**src/sv/dep_pkg.sv**
```systemverilog
// ----------------------------------------------------------------------------
// dep_pkg: shared types and constants of the dual encoder period meter
// Command codes, register indexes, the fixed stop period and the request
// bundle that launches one IIR division lane.
// ----------------------------------------------------------------------------
package dep_pkg;

  // Command codes of an input beat
  localparam logic [1:0] CMD_TICK = 2'd0;
  localparam logic [1:0] CMD_PIN  = 2'd1;
  localparam logic [1:0] CMD_READ = 2'd2;

  // Configuration register indexes
  localparam int unsigned CFG_IDX_W = 1;
  localparam logic [CFG_IDX_W-1:0] REG_EDGE_WEIGHT = 1'b0;
  localparam logic [CFG_IDX_W-1:0] REG_STOP_WEIGHT = 1'b1;

  localparam logic [7:0] EDGE_WEIGHT_RST = 8'd2;
  localparam logic [7:0] STOP_WEIGHT_RST = 8'd16;

  localparam logic [31:0] STOP_PERIOD = 32'd1000000;
  localparam logic [15:0] OVF_MAX     = 16'hffff;
  localparam logic [15:0] DECAY_MASK  = 16'd63;

  // Dividend of one IIR step: old * (w - 1) + x stays below 2^40
  localparam int unsigned ACC_W     = 40;
  localparam int unsigned DIV_STEPS = ACC_W;
  localparam int unsigned CNT_W     = $clog2(DIV_STEPS + 2);

  typedef struct packed {
    logic        start;
    logic [31:0] old_value;
    logic [31:0] sample;
    logic [7:0]  weight;
  } iir_req_t;

endpackage

```
**src/sv/dep_if.sv**
```systemverilog
// ----------------------------------------------------------------------------
// dep_in_if / dep_out_if: valid-ready channels of the period meter
// One beat moves one command item in, or one result item out.
// ----------------------------------------------------------------------------
interface dep_in_if;
  logic              valid;
  logic              ready;
  logic [1:0]        cmd;
  logic              pin_a;
  logic              pin_b;
  logic [15:0]       timer_now;
  logic              overflow_pending;
  logic signed [1:0] dir_a;
  logic signed [1:0] dir_b;

  modport source (
    output valid, cmd, pin_a, pin_b, timer_now, overflow_pending, dir_a, dir_b,
    input  ready
  );
  modport sink (
    input  valid, cmd, pin_a, pin_b, timer_now, overflow_pending, dir_a, dir_b,
    output ready
  );
endinterface

interface dep_out_if;
  logic               valid;
  logic               ready;
  logic [31:0]        period_a;
  logic [31:0]        period_b;
  logic signed [63:0] position_a;
  logic signed [63:0] position_b;
  logic signed [15:0] short_count_a;
  logic signed [15:0] short_count_b;
  logic               edge_seen_a;
  logic               edge_seen_b;

  modport source (
    output valid, period_a, period_b, position_a, position_b,
           short_count_a, short_count_b, edge_seen_a, edge_seen_b,
    input  ready
  );
  modport sink (
    input  valid, period_a, period_b, position_a, position_b,
           short_count_a, short_count_b, edge_seen_a, edge_seen_b,
    output ready
  );
endinterface

```
**src/sv/dep_iir_div.sv**
```systemverilog
// ----------------------------------------------------------------------------
// dep_iir_div: one IIR averaging step, bit-serial divide
// Computes (old * (w - 1) + x) / w with w of 0 taken as 1: it first forms
// the 40-bit dividend, then produces one quotient bit per cycle.
// ----------------------------------------------------------------------------
module dep_iir_div
  import dep_pkg::*;
(
  input  logic        clk,
  input  logic        rst_n,
  input  iir_req_t    req,
  output logic        busy,
  output logic [31:0] result
);

  localparam logic [CNT_W-1:0] CNT_LOAD = CNT_W'(DIV_STEPS + 1);

  logic [CNT_W-1:0] cnt_r;
  logic [31:0]      old_r;
  logic [31:0]      x_r;
  logic [7:0]       d_r;
  logic [ACC_W-1:0] acc_r;
  logic [7:0]       rem_r;

  logic [7:0]       dm1;
  logic [ACC_W-1:0] prod;
  logic [8:0]       rem_sh;
  logic [8:0]       rem_diff;
  logic             q_bit;

  assign dm1      = d_r - 8'd1;
  assign prod     = {{(ACC_W-32){1'b0}}, old_r} * {{(ACC_W-8){1'b0}}, dm1};
  assign rem_sh   = {rem_r, acc_r[ACC_W-1]};
  assign rem_diff = rem_sh - {1'b0, d_r};
  assign q_bit    = (rem_sh >= {1'b0, d_r});

  always_ff @(posedge clk) begin
    if (!rst_n) begin
      cnt_r <= '0;
    end else if (req.start) begin
      cnt_r <= CNT_LOAD;
    end else if (cnt_r != '0) begin
      cnt_r <= cnt_r - CNT_W'(1);
    end
  end

  always_ff @(posedge clk) begin
    if (req.start) begin
      old_r <= req.old_value;
      x_r   <= req.sample;
      d_r   <= (req.weight == 8'd0) ? 8'd1 : req.weight;
    end else if (cnt_r == CNT_LOAD) begin
      acc_r <= prod + {{(ACC_W-32){1'b0}}, x_r};
      rem_r <= '0;
    end else if (cnt_r != '0) begin
      // shift the next dividend bit into the remainder, the quotient bit in at the bottom
      acc_r <= {acc_r[ACC_W-2:0], q_bit};
      rem_r <= q_bit ? rem_diff[7:0] : rem_sh[7:0];
    end
  end

  assign busy   = (cnt_r != '0);
  assign result = acc_r[31:0];

endmodule

```
**src/sv/dual_encoder_period_meter_unit.sv**
```systemverilog
// ----------------------------------------------------------------------------
// dual_encoder_period_meter_unit: speed and position of two wheel encoders
// Measures edge periods with IIR averaging and keeps edge counts per motor.
// ----------------------------------------------------------------------------
// Usage:
//   in_bus carries one command beat: a timer overflow tick, a pin event
//   with the sampled levels, timer capture, pending-overflow flag and the
//   count directions, or a read that reports and clears the short counts.
//   out_bus returns exactly one result beat per command: both averaged
//   periods, both 64-bit positions, both short counts and the edge flags.
//   cfg_we/cfg_index/cfg_data write the two averaging weights; write them
//   only while no command is in flight.
// Timing:
//   One command at a time; in_ready rises in the same cycle as out_valid.
//   A command that needs no average update retires as soon as the result
//   slot is free. A command that updates an average (a falling edge, or a
//   tick that lands on a multiple of 64) first runs the bit-serial divider
//   that each motor has of its own: it forms the 40-bit dividend, then the
//   quotient bit by bit; the result retires once both dividers are idle
//   and the result slot is free.
// Reset: rst_n is synchronous and active low; it clears all counts,
//   periods and levels and loads the default weights (2 and 16).
// Stall: the result register holds its beat while out_ready is low; a
//   new command is still taken and waits in the run state for the slot.
// ----------------------------------------------------------------------------
module dual_encoder_period_meter_unit
  import dep_pkg::*;
(
  input  logic                 clk,
  input  logic                 rst_n,
  dep_in_if.sink               in_bus,
  dep_out_if.source            out_bus,
  input  logic                 cfg_we,
  input  logic [CFG_IDX_W-1:0] cfg_index,
  input  logic [7:0]           cfg_data
);

  localparam logic ST_IDLE = 1'b0;
  localparam logic ST_RUN  = 1'b1;

  // Configuration
  logic [7:0] edge_w_r;
  logic [7:0] stop_w_r;

  // Per-motor state, lane 0 is motor A and lane 1 motor B
  logic               last_level_r [2];
  logic [15:0]        ovf_r        [2];
  logic [15:0]        cap_r        [2];
  logic [31:0]        avg_r        [2];
  logic [15:0]        short_r      [2];
  logic [63:0]        pos_r        [2];

  // Command in flight
  logic       state_r;
  logic [1:0] cmd_r;
  logic       edge_r [2];
  logic       run_r  [2];

  // Result register
  logic        out_valid_r;
  logic [31:0] out_period_r [2];
  logic [63:0] out_pos_r    [2];
  logic [15:0] out_short_r  [2];
  logic        out_edge_r   [2];

  // Lane decode of the incoming beat
  logic              pin_v    [2];
  logic signed [1:0] dir_v    [2];
  logic [15:0]       ovf_inc  [2];
  logic              decay    [2];
  logic              edge_now [2];
  logic [16:0]       ovf_sum  [2];
  logic [33:0]       diff     [2];
  logic [32:0]       elapsed  [2];
  logic [31:0]       sample_p [2];
  iir_req_t          req      [2];
  logic              div_busy [2];
  logic [31:0]       div_res  [2];

  logic accept;
  logic finish;
  logic is_tick;
  logic is_pin;

  assign pin_v[0] = in_bus.pin_a;
  assign pin_v[1] = in_bus.pin_b;
  assign dir_v[0] = in_bus.dir_a;
  assign dir_v[1] = in_bus.dir_b;

  assign in_bus.ready = (state_r == ST_IDLE);
  assign accept  = in_bus.valid && in_bus.ready;
  assign is_tick = (in_bus.cmd == CMD_TICK);
  assign is_pin  = (in_bus.cmd == CMD_PIN);

  // Retire once both dividers are idle and the result slot is free
  assign finish = (state_r == ST_RUN) && !div_busy[0] && !div_busy[1] &&
                  (!out_valid_r || out_bus.ready);

  always_comb begin
    for (int m = 0; m < 2; m++) begin
      ovf_inc[m]  = (ovf_r[m] == OVF_MAX) ? ovf_r[m] : ovf_r[m] + 16'd1;
      decay[m]    = ((ovf_inc[m] & DECAY_MASK) == 16'd0);
      edge_now[m] = last_level_r[m] && !pin_v[m];
      // elapsed = (overflows + pending) * 65536 + now - capture
      ovf_sum[m]  = {1'b0, ovf_r[m]} + {16'd0, in_bus.overflow_pending};
      diff[m]     = {1'b0, ovf_sum[m], in_bus.timer_now} - {18'd0, cap_r[m]};
      // a negative span wraps to 32 bits, a positive one keeps bit 32
      elapsed[m]  = diff[m][33] ? {1'b0, diff[m][31:0]} : diff[m][32:0];
      sample_p[m] = {2'b00, elapsed[m][32:3]};

      req[m].start     = accept && ((is_tick && decay[m]) || (is_pin && edge_now[m]));
      req[m].old_value = avg_r[m];
      req[m].sample    = is_tick ? STOP_PERIOD : sample_p[m];
      req[m].weight    = is_tick ? stop_w_r : edge_w_r;
    end
  end

  for (genvar g = 0; g < 2; g++) begin : g_lane
    dep_iir_div u_div (
      .clk    (clk),
      .rst_n  (rst_n),
      .req    (req[g]),
      .busy   (div_busy[g]),
      .result (div_res[g])
    );
  end

  // Configuration writes
  always_ff @(posedge clk) begin
    if (!rst_n) begin
      edge_w_r <= EDGE_WEIGHT_RST;
      stop_w_r <= STOP_WEIGHT_RST;
    end else if (cfg_we) begin
      unique case (cfg_index)
        REG_EDGE_WEIGHT: edge_w_r <= cfg_data;
        REG_STOP_WEIGHT: stop_w_r <= cfg_data;
        default: ;
      endcase
    end
  end

  // Sequencer: idle until a beat arrives, run until the result retires
  always_ff @(posedge clk) begin
    if (!rst_n) begin
      state_r     <= ST_IDLE;
      out_valid_r <= 1'b0;
      cmd_r       <= CMD_TICK;
      for (int m = 0; m < 2; m++) begin
        edge_r[m] <= 1'b0;
        run_r[m]  <= 1'b0;
      end
    end else begin
      if (accept) begin
        state_r <= ST_RUN;
        cmd_r   <= in_bus.cmd;
        for (int m = 0; m < 2; m++) begin
          edge_r[m] <= is_pin && edge_now[m];
          run_r[m]  <= req[m].start;
        end
      end else if (finish) begin
        state_r <= ST_IDLE;
      end

      if (finish) begin
        out_valid_r <= 1'b1;
      end else if (out_bus.ready) begin
        out_valid_r <= 1'b0;
      end
    end
  end

  // Motor state: counts move on acceptance, averages land on retirement
  always_ff @(posedge clk) begin
    if (!rst_n) begin
      for (int m = 0; m < 2; m++) begin
        last_level_r[m] <= 1'b0;
        ovf_r[m]        <= '0;
        cap_r[m]        <= '0;
        avg_r[m]        <= '0;
        short_r[m]      <= '0;
        pos_r[m]        <= '0;
      end
    end else begin
      for (int m = 0; m < 2; m++) begin
        if (accept && is_tick) begin
          ovf_r[m] <= ovf_inc[m];
        end
        if (accept && is_pin) begin
          last_level_r[m] <= pin_v[m];
          if (edge_now[m]) begin
            ovf_r[m]   <= '0;
            cap_r[m]   <= in_bus.timer_now;
            short_r[m] <= short_r[m] + {{14{dir_v[m][1]}}, dir_v[m]};
            pos_r[m]   <= pos_r[m] + {{62{dir_v[m][1]}}, dir_v[m]};
          end
        end
        if (finish) begin
          if (run_r[m]) begin
            avg_r[m] <= div_res[m];
          end
          // report the count first, then drop it
          if (cmd_r == CMD_READ) begin
            short_r[m] <= '0;
          end
        end
      end
    end
  end

  // Result payload
  always_ff @(posedge clk) begin
    if (finish) begin
      for (int m = 0; m < 2; m++) begin
        out_period_r[m] <= run_r[m] ? div_res[m] : avg_r[m];
        out_pos_r[m]    <= pos_r[m];
        out_short_r[m]  <= short_r[m];
        out_edge_r[m]   <= edge_r[m];
      end
    end
  end

  assign out_bus.valid         = out_valid_r;
  assign out_bus.period_a      = out_period_r[0];
  assign out_bus.period_b      = out_period_r[1];
  assign out_bus.position_a    = out_pos_r[0];
  assign out_bus.position_b    = out_pos_r[1];
  assign out_bus.short_count_a = out_short_r[0];
  assign out_bus.short_count_b = out_short_r[1];
  assign out_bus.edge_seen_a   = out_edge_r[0];
  assign out_bus.edge_seen_b   = out_edge_r[1];

endmodule

```
**src/flat_wrapper.sv**
```systemverilog
// flat-port wrapper written by rule: the top's interface ports become plain ports
module dual_encoder_period_meter_unit_flat import dep_pkg::*;
  (clk, rst_n, cfg_we, cfg_index, cfg_data, in_bus_valid, in_bus_cmd, in_bus_pin_a, in_bus_pin_b, in_bus_timer_now, in_bus_overflow_pending, in_bus_dir_a, in_bus_dir_b, in_bus_ready, out_bus_valid, out_bus_period_a, out_bus_period_b, out_bus_position_a, out_bus_position_b, out_bus_short_count_a, out_bus_short_count_b, out_bus_edge_seen_a, out_bus_edge_seen_b, out_bus_ready);
  dep_in_if in_bus_i ();
  dep_out_if out_bus_i ();
  input  logic clk;
  input  logic rst_n;
  input  logic cfg_we;
  input  logic [CFG_IDX_W-1:0] cfg_index;
  input  logic [7:0] cfg_data;
  input wire logic [$bits(in_bus_i.valid)-1:0] in_bus_valid;
  input wire logic [$bits(in_bus_i.cmd)-1:0] in_bus_cmd;
  input wire logic [$bits(in_bus_i.pin_a)-1:0] in_bus_pin_a;
  input wire logic [$bits(in_bus_i.pin_b)-1:0] in_bus_pin_b;
  input wire logic [$bits(in_bus_i.timer_now)-1:0] in_bus_timer_now;
  input wire logic [$bits(in_bus_i.overflow_pending)-1:0] in_bus_overflow_pending;
  input wire logic [$bits(in_bus_i.dir_a)-1:0] in_bus_dir_a;
  input wire logic [$bits(in_bus_i.dir_b)-1:0] in_bus_dir_b;
  output wire logic [$bits(in_bus_i.ready)-1:0] in_bus_ready;
  output wire logic [$bits(out_bus_i.valid)-1:0] out_bus_valid;
  output wire logic [$bits(out_bus_i.period_a)-1:0] out_bus_period_a;
  output wire logic [$bits(out_bus_i.period_b)-1:0] out_bus_period_b;
  output wire logic [$bits(out_bus_i.position_a)-1:0] out_bus_position_a;
  output wire logic [$bits(out_bus_i.position_b)-1:0] out_bus_position_b;
  output wire logic [$bits(out_bus_i.short_count_a)-1:0] out_bus_short_count_a;
  output wire logic [$bits(out_bus_i.short_count_b)-1:0] out_bus_short_count_b;
  output wire logic [$bits(out_bus_i.edge_seen_a)-1:0] out_bus_edge_seen_a;
  output wire logic [$bits(out_bus_i.edge_seen_b)-1:0] out_bus_edge_seen_b;
  input wire logic [$bits(out_bus_i.ready)-1:0] out_bus_ready;
  assign in_bus_i.valid = in_bus_valid;
  assign in_bus_i.cmd = in_bus_cmd;
  assign in_bus_i.pin_a = in_bus_pin_a;
  assign in_bus_i.pin_b = in_bus_pin_b;
  assign in_bus_i.timer_now = in_bus_timer_now;
  assign in_bus_i.overflow_pending = in_bus_overflow_pending;
  assign in_bus_i.dir_a = in_bus_dir_a;
  assign in_bus_i.dir_b = in_bus_dir_b;
  assign in_bus_ready = in_bus_i.ready;
  assign out_bus_valid = out_bus_i.valid;
  assign out_bus_period_a = out_bus_i.period_a;
  assign out_bus_period_b = out_bus_i.period_b;
  assign out_bus_position_a = out_bus_i.position_a;
  assign out_bus_position_b = out_bus_i.position_b;
  assign out_bus_short_count_a = out_bus_i.short_count_a;
  assign out_bus_short_count_b = out_bus_i.short_count_b;
  assign out_bus_edge_seen_a = out_bus_i.edge_seen_a;
  assign out_bus_edge_seen_b = out_bus_i.edge_seen_b;
  assign out_bus_i.ready = out_bus_ready;
  dual_encoder_period_meter_unit u_core (.clk(clk), .rst_n(rst_n), .in_bus(in_bus_i), .out_bus(out_bus_i), .cfg_we(cfg_we), .cfg_index(cfg_index), .cfg_data(cfg_data));
endmodule
```
**config.mk**
```make
export PLATFORM = sky130hd
export DESIGN_NAME = dual_encoder_period_meter_unit_flat
export DESIGN_NICKNAME = d
export VERILOG_FILES = /design/src/sv/dep_pkg.sv /design/src/sv/dep_if.sv /design/src/sv/dep_iir_div.sv /design/src/sv/dual_encoder_period_meter_unit.sv /design/src/flat_wrapper.sv
export SDC_FILE = /design/constraint.sdc
export NUM_CORES = 2
export LEC_CHECK = 0
export BUFFER_PORTS_ARGS = -buffer_cell sky130_fd_sc_hd__buf_2
export CAP_MARGIN = 15
export CELL_PAD_IN_SITES_DETAIL_PLACEMENT = 1
export CELL_PAD_IN_SITES_GLOBAL_PLACEMENT = 2
export CORE_MARGIN = 5
export CORE_UTILIZATION = 42
export CTS_CLUSTER_DIAMETER = 30
export DETAILED_ROUTE_END_ITERATION = 8
export PLACE_DENSITY = 0.86
export SETUP_SLACK_MARGIN = 0.3
export SLEW_MARGIN = 40
export SYNTH_ARGS = -nofsm -noshare
export SYNTH_HDL_FRONTEND = slang
export SYNTH_SLANG_ARGS = --single-unit
```
**constraint.sdc**
```tcl
create_clock -name clk -period 18.7 [get_ports clk]
set_input_delay 3.74 -clock clk [delete_from_list [all_inputs] [get_ports clk]]
set_output_delay 3.74 -clock clk [all_outputs]
set_load 0.1 [all_outputs]
```
==> results.ini <==
[logic_synthesis]
ys_warn_count = 0
synth_edf_count = 724
ys_seq_area_share_pct = 39.6
synth_ff_type = edfxtp_1
syn-num-nets = 6458
synthCells = 5653
yosys.area_share.simple_pct = 16.0
ys_types = 85
synth_top_family_by_area = adder cells
synth_seq_cells = 788
syn_area_sq_um = 58100
async_reset_ff_share_pct = 0
synth_adder_area_share_pct = 22.0
synth_mux_area_share_pct = 1.61
synth_area_per_cell_sq_um = 10.3
synth-xor-area-share_pct = 4.55
synth_compound_area_share_pct = 10.3

[global_routing]
grt_pass1_wl_um = 265000
grt_overflow = 0
grt_pass1_vias = 47155
antenna_found_initial = 28
grt_max_degree = 96
grt_usage_pct = 22.8

[timing]
final_hold_viol_count = 0
finalSetupViolations = 0
hold_ws_ps = 414
rsz0062_at_grt = no
fin_skew_ps = 76.7
max_freq_mhz = 129
finalSetupTns_ps = 0
post-route-period-util_pct = 41.6
drv_slew = 0
finalCriticalPeriod_ps = 7770
worst_slew_pin_slew_ps = 876
relSlewSlack_pct = 41.1

[setup_path]
cp_slowest_stage_delay_ps = 640
path_common_cell = fa_1
path_class = register to register
critPathMaxFanout = 30
required_ps = 19230
arrival_ps = 8300
cp-end-kind = register
critPathLaunchType = register
crit_slowest_cell = a2111oi_2

[min_path]
hp-class = register to register

[final_layout]
area_delta_synth_final_pct = 18.8
num-nets-final = 6785
fillers = 14907
layout-drive-gt1-share_pct = 12.9

[clocking]
hold_buffers = 0
post_cts_resize_count = 0
cts_setup_buffers = 0
worstSkewPairLatency_ps = 840
cts_buffers = 209
path_clk_slew_ps = 40
cts_tree = yes
h-tree-depth = 4
clkSinkCount = 788
clock_path_buffers = 3
root_buffer = clkbuf_16

[place]
port-buffer-count = 266
routabilityCongestion = 0.838
hpwl_um = 119000

[floorplan]
core_sq_um = 137000
start_util_pct = 42.3
rows = 136
ioPinCount = 267
die-height_um = 382
die_area_sq_um = 146000
die_w_um = 382

[detailed_routing]
wl_per_cell_um = 21.0
antenna_left = 0
vias = 42645
drtIter0Drc = 2539
vias_per_cell = 5.35
wirelength_um = 167000
dr.pass1.iters = 5
drc = 0

[pwr]
p_leak_nw = 29.7
fin_total_pwr_w = 0.00777
irDropWorstVdd_mv = 0.0900
pwr_density_cell_nw_per_um2 = 113

[run_status]
status = complete, no violations

[job]
maxCapViolations = 0

## final timing paths
path,to,depth (start not counted),slack (ps),startpoint
setup / recovery,u_core.g_lane[1].u_div.acc_r[38],25,10930,u_core.g_lane[1].u_div.d_r[0]
hold / removal,u_core.g_lane[1].u_div.old_r[23],0,410,u_core.avg_r[0][55]
setup reg to reg,u_core.g_lane[1].u_div.acc_r[38],25,10930,u_core.g_lane[1].u_div.d_r[0]
hold reg to reg,u_core.g_lane[1].u_div.old_r[23],0,410,u_core.avg_r[0][55]
## registers in the layout, indices dropped and copies added, names as in the netlist, 12 cells and up
signal,flops
u_core.g_lane.u_div.old_r,64
u_core.out_period_r,64
u_core.g_lane.u_div.cnt_r,12
u_core.avg_r,64
u_core.out_pos_r,128
u_core.g_lane.u_div.acc_r,80
u_core.g_lane.u_div.x_r,60
u_core.pos_r,128
u_core.g_lane.u_div.d_r,16
u_core.cap_r,32
u_core.short_r,32
u_core.ovf_r,32
u_core.out_short_r,32
u_core.g_lane.u_div.rem_r,16
## cell families after synthesis
logic type	count (synthesis)
DFF	788
adders and majority gates	766
AOI/OAI and AO/OA	963
muxes	85
xor gates and xnor gates	302
and+or+nand+nor	1841
buffers and inverters	908
## cell usage after synthesis (31+ instances only)
master	n	area share, %
a211oi_1	35	0.45
nand4_1	68	0.73
nor3_1	89	0.77
or3_1	31	0.33
xor2_1	133	2.0
nand2_1	452	2.9
o21ai_0	242	2.1
mux2_2	68	1.3
ha_1	340	7.3
o21bai_1	51	0.66
nand2b_1	118	1.3
nor2b_1	175	1.9
clkbuf_1	188	1.2
dfxtp_1	64	2.2
a21o_1	134	1.7
and3_1	48	0.52
edfxtp_1	724	37
xnor2_1	169	2.5
and2_1	326	3.5
a21oi_1	292	2.5
fa_1	426	15
nand3_1	104	0.90
inv_1	708	4.6
nor2_1	366	2.4
## through the flow
step                utilization (%)  std cells  setup WS (ps)  instance area, sq um
global placement               44.7       7557          10770                 61500
finish                         50.2       7971          10930                 69000
CTS                            50.1       7952          10910                 68900
global route                   50.2       7956          10430                 69000
detailed placement             44.8       7559          10560                 61500
floorplan                         -       5653           2810                 58100
## layout by cell type, fill, tap and decap left out, types with 116 or more instances in the layout
master	count
a21o_1	134
and2_1	326
o21ai_0	242
nand2_1	450
buf_2	264
nand2b_1	116
xnor2_1	159
nor2b_1	174
ha_1	338
fa_1	426
nor2_1	358
a21oi_1	292
xor2_1	132
edfxtp_1	724
clkbuf_16	209
inv_1	708
## worst max-delay path: cells and delay by family, from the launching register on
family,cells,cell delay (ps)
flip-flops,1,490
XOR/XNOR,2,450
buffers and inverters,5,820
AND/OR/NAND/NOR,3,750
AO/OA/AOI/OAI,9,2190
adder cells (fa/ha/maj),6,2750
## report_power, final
group	internal (W)	total (W)	switching, W
registers	0.00223	0.00236	0.000130
logic	0.000589	0.00174	0.00115
clock network	0.00244	0.00367	0.00123
## final cells by class
class | count | area [sq um] | area share, %
antenna | 15 | 37.5 | 0.0544
clock buffer | 231 | 5330 | 7.72
clock inverter | 162 | 2020 | 2.92
inverter | 709 | 2660 | 3.85
multi-input combinational | 3957 | 31900 | 46.2
sequential | 788 | 23000 | 33.3
tap | 1794 | 2240 | 3.25
timing repair buffer | 315 | 1800 | 2.61
## layer usage
layer / up-vias / part of all wire (%) / GRT usage [%]
met1: 21632 / 45 / 30.1
met5: - / 0.033 / 0
met4: 8 / 2.2 / 6.22
met3: 247 / 6.0 / 5.66
met2: 859 / 47 / 37.7
li1: 19899 / - / -
Power figures use the tool's default switching activity.
